### config.mk
export PLATFORM = sky130hd
export DESIGN_NAME = murmur64a_hash_stream_core
export DESIGN_NICKNAME = d
export VERILOG_FILES = /design/src/mm64_pkg.sv /design/src/mm64_front.sv /design/src/mm64_fifo.sv /design/src/mm64_mul.sv /design/src/mm64_back.sv /design/src/murmur64a_hash_stream_core.sv
export SDC_FILE = /design/constraint.sdc
export NUM_CORES = 2
export LEC_CHECK = 0
export ABC_AREA = 1
export BUFFER_PORTS_ARGS = -buffer_cell sky130_fd_sc_hd__buf_2
export CORE_MARGIN = 1
export CORE_UTILIZATION = 62
export CTS_CLUSTER_DIAMETER = 200
export CTS_CLUSTER_SIZE = 30
export DETAILED_ROUTE_END_ITERATION = 16
export PLACE_DENSITY = 0.81
export RECOVER_POWER = 100
export SETUP_SLACK_MARGIN = 0.5
export SYNTH_ARGS = -nofsm -noshare
export SYNTH_HDL_FRONTEND = slang
export SYNTH_SLANG_ARGS = --single-unit
export TNS_END_PERCENT = 1
### constraint.sdc
create_clock -name clk -period 12.65 [get_ports clk]
set_input_delay 1.8975 -clock clk [delete_from_list [all_inputs] [get_ports clk]]
set_output_delay 1.8975 -clock clk [all_outputs]
set_load 0.01 [all_outputs]
### src/mm64_pkg.sv
`default_nettype none

package mm64_pkg;

	// Multiplier and shift of the 64-bit Murmur mixing function.
	localparam logic [63:0] MIX_MUL   = 64'hc6a4a7935bd1e995;
	localparam int          MIX_SHIFT = 47;

	// Input queue between the front and the back.
	localparam int FIFO_DEPTH = 2;
	localparam int PTR_W      = (FIFO_DEPTH > 1) ? $clog2(FIFO_DEPTH) : 1;
	localparam int CNT_W      = $clog2(FIFO_DEPTH + 1);

	// Configuration port: one 64-bit register at byte address 0.
	localparam int   REG_ADDR_W        = 4;
	localparam logic REG_IDX_HASH_SEED = 1'b0;

	// What an item asks of the back.
	typedef enum logic [1:0] {
		KIND_NONE = 2'd0,
		KIND_PART = 2'd1,
		KIND_FULL = 2'd2
	} kind_t;

	typedef struct packed {
		logic [63:0] word;
		logic [31:0] length;
		kind_t       kind;
		logic        first;
		logic        last;
	} op_t;

	function automatic logic [63:0] mix_shift(input logic [63:0] x);
		return x ^ (x >> MIX_SHIFT);
	endfunction

endpackage

`default_nettype wire

### src/mm64_front.sv
`default_nettype none

// Takes input items, tracks message boundaries and classifies each word.
module mm64_front import mm64_pkg::*; (
	input  wire logic        clk,
	input  wire logic        arst_n,
	input  wire logic        in_valid,
	output logic             in_stall,
	input  wire logic [63:0] data_word,
	input  wire logic [3:0]  byte_count,
	input  wire logic        last,
	input  wire logic [31:0] message_length,
	input  wire logic        full,
	output logic             push,
	output op_t              push_op
);

	logic        in_msg_q;
	logic [63:0] lane_mask;

	assign in_stall = full;
	assign push     = in_valid && !full;

	// Byte counts of eight and above keep every lane.
	always_comb begin
		lane_mask = '0;
		for (int i = 0; i < 8; i++) begin
			if (byte_count > 4'(i)) begin
				lane_mask[8*i +: 8] = 8'hff;
			end
		end
	end

	always_comb begin
		push_op.length = message_length;
		push_op.first  = !in_msg_q;
		push_op.last   = last;
		push_op.word   = data_word & lane_mask;
		if (byte_count == 4'd0) begin
			push_op.kind = KIND_NONE;
		end else if (byte_count[3]) begin
			push_op.kind = KIND_FULL;
		end else begin
			push_op.kind = KIND_PART;
		end
	end

	always_ff @(posedge clk or negedge arst_n) begin
		if (!arst_n) begin
			in_msg_q <= 1'b0;
		end else if (push) begin
			in_msg_q <= !last;
		end
	end

endmodule

`default_nettype wire

### src/mm64_fifo.sv
`default_nettype none

// Short queue of classified items between the front and the back.
module mm64_fifo import mm64_pkg::*; (
	input  wire logic clk,
	input  wire logic arst_n,
	input  wire logic push,
	input  wire op_t  push_op,
	output logic      full,
	input  wire logic pop,
	output op_t       pop_op,
	output logic      empty
);

	op_t              mem_q [FIFO_DEPTH];
	logic [PTR_W-1:0] wr_ptr_q;
	logic [PTR_W-1:0] rd_ptr_q;
	logic [CNT_W-1:0] count_q;

	assign full   = (count_q == CNT_W'(FIFO_DEPTH));
	assign empty  = (count_q == '0);
	assign pop_op = mem_q[rd_ptr_q];

	always_ff @(posedge clk or negedge arst_n) begin
		if (!arst_n) begin
			wr_ptr_q <= '0;
			rd_ptr_q <= '0;
			count_q  <= '0;
		end else begin
			if (push) begin
				wr_ptr_q <= (wr_ptr_q == PTR_W'(FIFO_DEPTH - 1)) ? '0 : wr_ptr_q + 1'b1;
			end
			if (pop) begin
				rd_ptr_q <= (rd_ptr_q == PTR_W'(FIFO_DEPTH - 1)) ? '0 : rd_ptr_q + 1'b1;
			end
			if (push && !pop) begin
				count_q <= count_q + 1'b1;
			end else if (pop && !push) begin
				count_q <= count_q - 1'b1;
			end
		end
	end

	always_ff @(posedge clk) begin
		if (push) begin
			mem_q[wr_ptr_q] <= push_op;
		end
	end

endmodule

`default_nettype wire

### src/mm64_mul.sv
`default_nettype none

// Low 64 bits of a times the mixing constant, one 32x32 product per cycle.
module mm64_mul import mm64_pkg::*; (
	input  wire logic        clk,
	input  wire logic        arst_n,
	input  wire logic        go,
	input  wire logic [63:0] a,
	output logic             busy,
	output logic             done,
	output logic [63:0]      prod
);

	localparam logic [1:0] STEP_LO_LO = 2'd0;
	localparam logic [1:0] STEP_LO_HI = 2'd1;
	localparam logic [1:0] STEP_HI_LO = 2'd2;

	logic [63:0] a_q;
	logic [63:0] acc_q;
	logic [1:0]  step_q;
	logic        busy_q;
	logic        done_q;
	logic [31:0] op_a;
	logic [31:0] op_b;
	logic [63:0] part;

	assign busy = busy_q;
	assign done = done_q;
	assign prod = acc_q;

	always_comb begin
		op_a = (step_q == STEP_HI_LO) ? a_q[63:32] : a_q[31:0];
		op_b = (step_q == STEP_LO_HI) ? MIX_MUL[63:32] : MIX_MUL[31:0];
		part = op_a * op_b;
	end

	always_ff @(posedge clk or negedge arst_n) begin
		if (!arst_n) begin
			busy_q <= 1'b0;
			done_q <= 1'b0;
			step_q <= STEP_LO_LO;
		end else begin
			done_q <= 1'b0;
			if (go) begin
				busy_q <= 1'b1;
				step_q <= STEP_LO_LO;
			end else if (busy_q) begin
				if (step_q == STEP_HI_LO) begin
					busy_q <= 1'b0;
					done_q <= 1'b1;
				end else begin
					step_q <= step_q + 1'b1;
				end
			end
		end
	end

	// The cross products only reach the upper half of the result.
	always_ff @(posedge clk) begin
		if (go) begin
			a_q <= a;
		end else if (busy_q) begin
			if (step_q == STEP_LO_LO) begin
				acc_q <= part;
			end else begin
				acc_q <= {acc_q[63:32] + part[31:0], acc_q[31:0]};
			end
		end
	end

endmodule

`default_nettype wire

### src/mm64_back.sv
`default_nettype none

// Runs the hash steps of each queued item on the shared multiplier.
module mm64_back import mm64_pkg::*; (
	input  wire logic        clk,
	input  wire logic        arst_n,
	input  wire logic        empty,
	input  wire op_t         pop_op,
	output logic             pop,
	input  wire logic [63:0] hash_seed,
	output logic             mul_go,
	output logic [63:0]      mul_a,
	input  wire logic        mul_busy,
	input  wire logic        mul_done,
	input  wire logic [63:0] mul_prod,
	output logic             out_valid,
	input  wire logic        out_stall,
	output logic [63:0]      hash_value
);

	typedef enum logic [6:0] {
		S_IDLE  = 7'b0000001,
		S_SEED  = 7'b0000010,
		S_KMUL1 = 7'b0000100,
		S_KMUL2 = 7'b0001000,
		S_HMUL  = 7'b0010000,
		S_FMUL  = 7'b0100000,
		S_OUT   = 7'b1000000
	} state_t;

	state_t      state_q, state_d;
	op_t         op_q;
	logic [63:0] h_q, h_d;
	logic [63:0] k_q, k_d;
	logic        pend_q;
	logic        out_valid_q, out_valid_d;
	logic [63:0] out_hash_q;
	logic        out_load;
	logic        mul_state;
	op_t         op_cur;
	logic [63:0] h_base;
	logic [63:0] h_start;
	state_t      st_start;

	assign out_valid  = out_valid_q;
	assign hash_value = out_hash_q;
	assign pop        = (state_q == S_IDLE) && !empty;

	assign mul_state = (state_q == S_SEED) || (state_q == S_KMUL1) || (state_q == S_KMUL2) ||
		(state_q == S_HMUL) || (state_q == S_FMUL);
	assign mul_go = mul_state && !pend_q;

	always_comb begin
		case (state_q)
			S_SEED:  mul_a = {32'd0, op_q.length};
			S_KMUL1: mul_a = op_q.word;
			S_KMUL2: mul_a = k_q;
			S_HMUL:  mul_a = h_q;
			S_FMUL:  mul_a = h_q;
			default: mul_a = '0;
		endcase
	end

	// Where an item goes once its starting hash is known.
	always_comb begin
		op_cur = (state_q == S_IDLE) ? pop_op : op_q;
		h_base = (state_q == S_SEED) ? (hash_seed ^ mul_prod) : h_q;
		case (op_cur.kind)
			KIND_FULL: begin
				h_start  = h_base;
				st_start = S_KMUL1;
			end
			KIND_PART: begin
				h_start  = h_base ^ op_cur.word;
				st_start = S_HMUL;
			end
			default: begin
				if (op_cur.last) begin
					h_start  = mix_shift(h_base);
					st_start = S_FMUL;
				end else begin
					h_start  = h_base;
					st_start = S_IDLE;
				end
			end
		endcase
	end

	always_comb begin
		state_d     = state_q;
		h_d         = h_q;
		k_d         = k_q;
		out_load    = 1'b0;
		out_valid_d = out_valid_q && out_stall;
		case (state_q)
			S_IDLE: begin
				if (!empty) begin
					if (pop_op.first) begin
						state_d = S_SEED;
					end else begin
						state_d = st_start;
						h_d     = h_start;
					end
				end
			end
			S_SEED: begin
				if (mul_done) begin
					state_d = st_start;
					h_d     = h_start;
				end
			end
			S_KMUL1: begin
				if (mul_done) begin
					k_d     = mix_shift(mul_prod);
					state_d = S_KMUL2;
				end
			end
			S_KMUL2: begin
				if (mul_done) begin
					h_d     = h_q ^ mul_prod;
					state_d = S_HMUL;
				end
			end
			S_HMUL: begin
				if (mul_done) begin
					if (op_q.last) begin
						h_d     = mix_shift(mul_prod);
						state_d = S_FMUL;
					end else begin
						h_d     = mul_prod;
						state_d = S_IDLE;
					end
				end
			end
			S_FMUL: begin
				if (mul_done) begin
					k_d     = mix_shift(mul_prod);
					state_d = S_OUT;
				end
			end
			S_OUT: begin
				if (!out_valid_q || !out_stall) begin
					out_load    = 1'b1;
					out_valid_d = 1'b1;
					state_d     = S_IDLE;
				end
			end
			default: state_d = S_IDLE;
		endcase
	end

	always_ff @(posedge clk or negedge arst_n) begin
		if (!arst_n) begin
			state_q     <= S_IDLE;
			pend_q      <= 1'b0;
			out_valid_q <= 1'b0;
		end else begin
			state_q     <= state_d;
			out_valid_q <= out_valid_d;
			if (mul_go) begin
				pend_q <= 1'b1;
			end else if (mul_done) begin
				pend_q <= 1'b0;
			end
		end
	end

	always_ff @(posedge clk) begin
		h_q <= h_d;
		k_q <= k_d;
		if (pop) begin
			op_q <= pop_op;
		end
		if (out_load) begin
			out_hash_q <= k_q;
		end
	end

	a_go_when_free: assert property (@(posedge clk) disable iff (!arst_n)
		mul_go |-> !mul_busy)
		else $error("multiplier started while busy");

	a_done_was_asked: assert property (@(posedge clk) disable iff (!arst_n)
		mul_done |-> pend_q)
		else $error("product arrived with no request outstanding");

	a_pop_in_idle: assert property (@(posedge clk) disable iff (!arst_n)
		pop |=> (state_q != S_IDLE) || ($past(pop_op.kind) == KIND_NONE))
		else $error("item taken from the queue but not worked on");

	a_load_free: assert property (@(posedge clk) disable iff (!arst_n)
		out_load |-> (!out_valid_q || !out_stall))
		else $error("output overwritten while held");

endmodule

`default_nettype wire

### src/murmur64a_hash_stream_core.sv
`default_nettype none

// MurmurHash64A stream core. A message arrives as little-endian 8-byte items
// on data_word, byte_count giving the valid low bytes and last marking the
// final item; message_length is read on the first item of each message and
// seeds the hash as hash_seed xor (length times the mixing constant). An
// empty message is a single item with byte_count zero and last set. One hash
// leaves on hash_value for each message, after its last item. Items pass a
// two-entry queue into a sequencer that does every 64-bit multiply on one
// shared 32x32 multiplier, three partial products per multiply, so the
// multiplier sets the rate: a full word takes three multiplies, a partial
// word one and an empty item none, plus one multiply for the seed on a
// first item and one for finalization on a last item. The hash_seed
// register sits at byte address 0 of the APB port; write it only while no
// message is in progress.
module murmur64a_hash_stream_core import mm64_pkg::*; (
	input  wire logic                  clk,
	input  wire logic                  arst_n,
	// Configuration port.
	input  wire logic                  psel,
	input  wire logic                  penable,
	input  wire logic                  pwrite,
	input  wire logic [REG_ADDR_W-1:0] paddr,
	input  wire logic [63:0]           pwdata,
	output logic [63:0]                prdata,
	output logic                       pready,
	// Input items.
	input  wire logic                  in_valid,
	output logic                       in_stall,
	input  wire logic [63:0]           data_word,
	input  wire logic [3:0]            byte_count,
	input  wire logic                  last,
	input  wire logic [31:0]           message_length,
	// Result items.
	output logic                       out_valid,
	input  wire logic                  out_stall,
	output logic [63:0]                hash_value
);

	logic [63:0] seed_q;
	logic        seed_sel;
	logic        push;
	op_t         push_op;
	logic        full;
	logic        pop;
	op_t         pop_op;
	logic        empty;
	logic        mul_go;
	logic [63:0] mul_a;
	logic        mul_busy;
	logic        mul_done;
	logic [63:0] mul_prod;

	// The register index is the address bit above the 8-byte offset.
	assign seed_sel = (paddr[REG_ADDR_W-1] == REG_IDX_HASH_SEED);
	assign pready   = 1'b1;
	assign prdata   = seed_sel ? seed_q : 64'd0;

	// The seed resets to zero and is written in the access phase of a write.
	always_ff @(posedge clk or negedge arst_n) begin
		if (!arst_n) begin
			seed_q <= '0;
		end else if (psel && penable && pwrite && pready && seed_sel) begin
			seed_q <= pwdata;
		end
	end

	// The front decides, per item, whether it starts a message and whether
	// its word is full, partial or empty, and masks partial words.
	mm64_front u_front (
		.clk            (clk),
		.arst_n         (arst_n),
		.in_valid       (in_valid),
		.in_stall       (in_stall),
		.data_word      (data_word),
		.byte_count     (byte_count),
		.last           (last),
		.message_length (message_length),
		.full           (full),
		.push           (push),
		.push_op        (push_op)
	);

	mm64_fifo u_fifo (
		.clk     (clk),
		.arst_n  (arst_n),
		.push    (push),
		.push_op (push_op),
		.full    (full),
		.pop     (pop),
		.pop_op  (pop_op),
		.empty   (empty)
	);

	// The back walks each item through seeding, word mixing, the hash
	// multiply and finalization, and holds the result in an output register
	// so that it can take the next item while a hash waits to be taken.
	mm64_back u_back (
		.clk        (clk),
		.arst_n     (arst_n),
		.empty      (empty),
		.pop_op     (pop_op),
		.pop        (pop),
		.hash_seed  (seed_q),
		.mul_go     (mul_go),
		.mul_a      (mul_a),
		.mul_busy   (mul_busy),
		.mul_done   (mul_done),
		.mul_prod   (mul_prod),
		.out_valid  (out_valid),
		.out_stall  (out_stall),
		.hash_value (hash_value)
	);

	mm64_mul u_mul (
		.clk    (clk),
		.arst_n (arst_n),
		.go     (mul_go),
		.a      (mul_a),
		.busy   (mul_busy),
		.done   (mul_done),
		.prod   (mul_prod)
	);

endmodule

`default_nettype wire

---- Word-level counts from Yosys, hierarchy flattened ----
Memories as Yosys holds them, arrays and structs flattened.
Cells that the tools add are included.
word-level totals
  register bits after elaboration ......... 502
  RAM bits ................................ 200
  output and inout port bits .............. 131
  memories ................................ 1
operators by class
  add/sub/neg operators ................... 6
  multipliers ............................. 1
  magnitude comparators ................... 8
  eq/ne operators ......................... 21
  muxes and demuxes ....................... 59
  bitwise gates (word level) .............. 8
  reductions and logical operators ........ 38
memories
  memory        words  bits a word  read ports  clocked after Yosys merged registers in  wr ports  line             RTL
  u_fifo.mem_q  2      100          1           0                                        1         mm64_fifo.sv:15  op_t mem_q [FIFO_DEPTH];
operators with widths
  cell                                                            number
  2-to-1 mux 64 bit                                               10
  case mux 64 bit (4 select lines)                                2
  bitwise XOR 64 bit                                              3
  case mux 64 bit (2 select lines)                                1
  bitwise XOR 64 x 17 -> 64 bit                                   2
  2-to-1 mux 100 bit                                              1
  AND 64 bit                                                      1
  multiplier 32 x 32 -> 64 bit                                    1
  2-to-1 mux 32 bit                                               2
  2-to-1 mux 8 bit                                                8
  2-to-1 mux 7 bit                                                8
  case mux 7 bit (7 select lines)                                 1
  adder 32 bit                                                    1
  greater-than comparator 4 x 3 -> 1 bit (second input constant)  4
  2-to-1 mux 1 bit                                                16
  inequality test 2 bit (second input constant)                   8
  2-to-1 mux 2 bit                                                7
  case mux 7 bit (2 select lines)                                 1
  2-to-1 mux 6 bit                                                2
  logical AND 1 bit                                               9
  zero test 1 bit                                                 9
  greater-than comparator 4 x 1 -> 1 bit (second input constant)  2
  greater-than comparator 4 x 2 -> 1 bit (second input constant)  2
  == test 7 x 1 -> 1 bit (second input constant)                  1
  23 further kinds                                                39

---- Depth between registers and ports, before layout ----
  depth in word-level cells ............... 8
  depth in mapped cells ................... 48
  gate-level depth less buffers ........... 46

---- By module ----
A second synthesis with hierarchy kept.
second synthesis, totals
  cell total of the unflattened synthesis .. 6812
  area, all modules ....................... 62502.4 sq um
modules (own cells, without submodules)
  module                      instances  cells each  area an instance (sq um)  seq. area each (sq um)
  mm64_mul                    1          3593        32591.3                   3943.8
  mm64_back                   1          2282        18017.3                   8964.8
  mm64_fifo                   1          336         7872.6                    6105.9
  murmur64a_hash_stream_core  1          418         3134.3                    1601.5
  mm64_front                  1          183         887.1                     25.0

---- Worst setup path before layout ----
Ideal clock, no wire load.
  path kind ............................... reg2reg
  from .................................... register u_mul.step_q[0]
  to ...................................... register u_mul.acc_q[62] (netlist: u_mul.prod[62]), data pin
  arrival ................................. 8682 ps
  required time ........................... 12396 ps
  slack ................................... 3715 ps
  cell stages (with the launch flop) ...... 38
  path buffers ............................ 2
  cell sequence ........................... dfrtp_1 inv_1 ha_1 buf_4 clkbuf_1 o21ai_0 inv_1 nor2_1 inv_1 fa_1 fa_1 fa_1 inv_1 fa_1 fa_1 fa_1 fa_1 inv_1 [2 not listed] ha_1 a21oi_1 nand2_1 o21bai_1 a21oi_1 nand2_1 xor2_1 ha_1 nand2_1 inv_1 nand3_1 inv_1 a21oi_1 nand2_1 a21oi_1 nand3b_1 nand3_1 nand2_1
on the way
  longest elaborated chain between the ends .. 5
  elaborated cells between the ends (all ways) .. 8
  those cells by class .................... 1 x add/sub; 1 x mul; 2 x eq/ne; 3 x mux; 1 x reduce/logical
RTL lines
  element                                                  line                            RTL
  start, declared                                          mm64_mul.sv:20                  logic [1:0] step_q;
  start signal, assigned                                   mm64_mul.sv:52                  step_q <= step_q + 1'b1;
  == test 2 bit or == test 2 x 1 -> 1 bit (tied branches)  mm64_mul.sv:32, mm64_mul.sv:33
  2-to-1 mux 32 bit (on tied branches)                     mm64_mul.sv:32, mm64_mul.sv:33
  multiplier 32 x 32 -> 64 bit *                           mm64_mul.sv:34                  part = op_a * op_b;
  via u_mul.part[27]                                       mm64_mul.sv:25                  logic [63:0] part;
  adder 32 bit *                                           mm64_mul.sv:66                  acc_q <= {acc_q[63:32] + part[31:0], acc_q[31:0]};
  2-to-1 mux 64 bit *                                      mm64_mul.sv:63                  if (step_q == STEP_LO_LO) begin
  end signal, assigned                                     mm64_mul.sv:64                  acc_q <= part;
  end signal, assigned                                     mm64_mul.sv:66
  end, declared                                            mm64_mul.sv:19                  logic [63:0] acc_q;
Mark *: on every way through the listed nets, which the timed path passes. The rest lies on a longest branch.
A chain may end at the register's enable or synchronous reset.

---- Final worst setup path ----
  from .................................... register u_back.state_q[0]
  to ...................................... register u_mul.acc_q[21] (netlist: u_mul.prod[21]), enable pin
on the way
  longest elaborated chain between the ends .. 8
  elaborated cells between the ends (all ways) .. 12
  those cells by class .................... 5 x eq/ne; 1 x bitwise; 6 x reduce/logical
RTL lines
  element                                                           line                              RTL
  start, declared                                                   mm64_back.sv:31                   state_t state_q, state_d;
  start signal, assigned                                            mm64_back.sv:158                  state_q <= state_d;
  == test 7 x 2 -> 1 bit or == test 7 x 3 -> 1 bit (tied branches)  mm64_back.sv:49                   assign mul_state = (state_q == S_SEED) || (state_q == S_KMUL1) || (state_q == S_KMUL2) ||
  logical OR 1 bit (3 in series)                                    mm64_back.sv:49
  logical OR 1 bit *                                                mm64_back.sv:50                   (state_q == S_HMUL) || (state_q == S_FMUL);
  logical AND 1 bit *                                               mm64_back.sv:51                   assign mul_go = mul_state && !pend_q;
  via mul_go                                                        murmur64a_hash_stream_core.sv:48  logic mul_go;
  NOT 1 bit (no line) *                                             n/a
  AND reduction 3 bit (no line) *                                   n/a
Marks and branches as above.

==> metrics.txt <==
status finished with violations; failing checks capacitance limit, slew limit; #FFs+latches synth ~700; dominant synthesized flop cell edfxtp_1; final WL around 190000 um; initial antenna violation count 4; global route total overflow 0; port bufs between 300 and 400; core box area roughly 0.095 mm^2; maximum clock path buffer count 3; combinational family with the most area after synthesis adder cells; fin crit share between 90% and 100%; RSZ-0062 raised after global routing no; first-pass GRT wire length 287000 um; cells after synthesis around 6500; endpoints failing setup 0; Period minus WS final around 12 ns; pre-CTS setup slack 2.06 ns; Rel. slew slack -232%; xor/xnor share of the synthesized area roughly 2.8%; post-cts resize count 0; slowest stage delay, CP approximately 3.0 ns; Yosys top cell by area edfxtp_1; DRC Markers 0; H-tree levels 1; fin. max-slew vios roughly 1400; Num CTS Buffers 27; hold buffers post-CTS 0; Worst Hold Depth 0; clock latency at the later pin of the worst-skew pair between 0.6 and 0.7 ns; Seq/Total Area, Yosys about 35%; Worst path depth 13; CTS tree yes; WS Path Type reg -> reg; multiplexer share of the synthesized area 0%; final hold slack between 0.4 and 0.5 ns; clock-pin transition on the worst setup and hold timing paths 0.12 ns; full die area 0.0976 mm^2; global-route usage over all layers approximately 40%; Worst Tran Pin Value a little under 5 ns; Worst Path Max Fanout 64; post-synthesis cell area roughly 0.060 mm^2; Max-cap violations 31; die width about 310 um; Crit path max-delay family buffers and inverters; die span in y 312 um; Synth Area in Compound Gates roughly 8.8%; synth warn 0; crit path DAT between 10 and 15 ns; initial DRC count around 6000; path depth of the worst reg2reg path 13; Vias around 47000; Post-synth EDFFs approximately 620; Worst EP required 12.90 ns; antenna-violating nets left 0; number of core rows ~110; kind of end point of the critical path register; Startpoint Class register; Clock Skews approximately 0.044 ns; pin count of the biggest net entering global routing 72; Min-Delay Path Class reg -> reg; post-synth top area share a little under a third; CP bufs+invs 6; number of global-route vias before repair approximately 47000; Synth area leaders edfxtp_1 31%, fa_1 21%, ha_1 9.3%, nand2_1 8.1%, inv_1 8.0%; clock root buffer clkbuf_16; final std cells w/o fill 8029; CP cell instances inv_1 > nand2_1 > nor3_1 > nand2_1 > clkbuf_1 > clkinvlp_2 > nor2_4 > clkbuf_1 > nand3_1 > nand2_1 > inv_1 > nor3_1 > clkbuf_1; Post-synth ARST share 11.7%; FMAX 85.0 MHz; post-DP HPWL around 150000 um; Distinct cells, synth 46; routed length per placed instance roughly 24 um; Ports approximately 310; drt first pass iters 6; final net count roughly 8000; Simple-Gate Fraction of Synth Area between 10% and 20%; final hold violation count 0; placed cell count about 8000; Worst Setup Slack, final 0.879 ns; average size of a mapped cell ~9.2 um^2; setup_tns 0 ns; # Post-CTS Setup Buffers 0; Initial Utilization around 63%; adder-cell share of the synthesized area about 30%; CP max stage cell clkbuf_1; clock sink total 701; GPL Wtd Cong slightly above 1; layout cells sized above 1 about 6.3%; area grow syn2layout 6.10%; drt via density between 5 and 6
[metrics by stage]
step / instance area [um^2] / util, %
floorplan: 59800 / -
global placement: 63000 / 66.1
detailed placement: 63000 / 66.1
CTS: 63700 / 66.9
global route: 63400 / 66.5
finish: 63400 / 66.5
[routing by layer]
layer	track usage [%]	vias up	share of wire (%)
met5	0	-	0.020
li1	-	21064	-
met2	65.7	2661	48
met4	20.0	4	6.0
met1	51.4	22818	36
met3	6.46	521	9.8
[flip-flops by register name (all words and copies together), names as in the netlist]
name,cells
u_fifo.mem_q,200
u_front.in_msg_q,1
u_fifo.wr_ptr_q,1
u_back.state_q,7
u_fifo.rd_ptr_q,1
u_back.h_q,64
u_mul.busy,1
u_mul.prod,64
u_fifo.count_q,2
u_back.hash_value,64
u_mul.step_q,2
u_back.out_valid,1
u_mul.done,1
u_back.k_q,64
u_back.op_q,99
seed_q,64
u_back.pend_q,1
u_mul.a_q,64
[layout make-up]
| type | count | area [um^2] |
|---|---|---|
| Inverter | 1296 | 4870 |
| Timing Repair Buffer | 399 | 1970 |
| Tap cell | 1265 | 1580 |
| Fill cell | 7820 | 31900 |
| Antenna cell | 3 | 7.51 |
| Clock buffer | 48 | 754 |
| Sequential cell | 701 | 20600 |
| Clock inverter | 2 | 28.8 |
| Multi-Input combinational cell | 4315 | 33600 |
[Yosys cell counts (all sizes together) (77+ instances only)]
library cell	count
clkbuf	115
fa	612
nor2	519
xor2	81
ha	444
dfrtp	81
a21oi	267
xnor2	111
nand3	224
nand2	1286
o21ai	415
inv	1295
edfxtp	619
or2	77
[cell families after synthesis]
kind of cell               after synthesis
other                                    1
xor gates and xnor gates               192
AOI/OAI and AO/OA                      894
and+or+nand+nor                       2171
DFF                                    701
adders and majority gates             1056
buffers and inverters                 1467
[cell usage in the layout (no fill, tap or decap), drive strengths merged, types with 6 or more instances in the layout]
cell type,netlist,final
o2111ai,32,32
dfrtp,81,81
clkbuf,115,215
o21ai,415,415
nor3,28,28
edfxtp,619,619
a22oi,19,19
nor2,519,519
buf,56,232
ha,444,444
a31o,6,6
fa,612,612
a21oi,267,267
o221ai,6,6
inv,1295,1294
or2,77,77
nand4,22,22
xnor2,111,111
nand3b,11,11
nand2,1286,1286
a21o,15,15
o21bai,41,41
nand3,224,224
o211ai,54,54
xor2,81,81
o21a,23,23
[worst paths after layout]
path | endpoint | from | slack [ns]
worst max-delay path | u_mul.prod[21] | u_back.state_q[0] | 0.88
worst min-delay path | u_back.hash_value[4] | u_back.k_q[4] | 0.46
worst max register to register | u_mul.prod[21] | u_back.state_q[0] | 0.88
worst min register to register | u_back.hash_value[4] | u_back.k_q[4] | 0.46
max in group asynchronous | seed_q[21] | arst_n | 6.79
min in group asynchronous | seed_q[53] | arst_n | 1.70
Power is not shown: default switching activity piles up to over one toggle a cycle in this logic, so the estimate is an artifact.
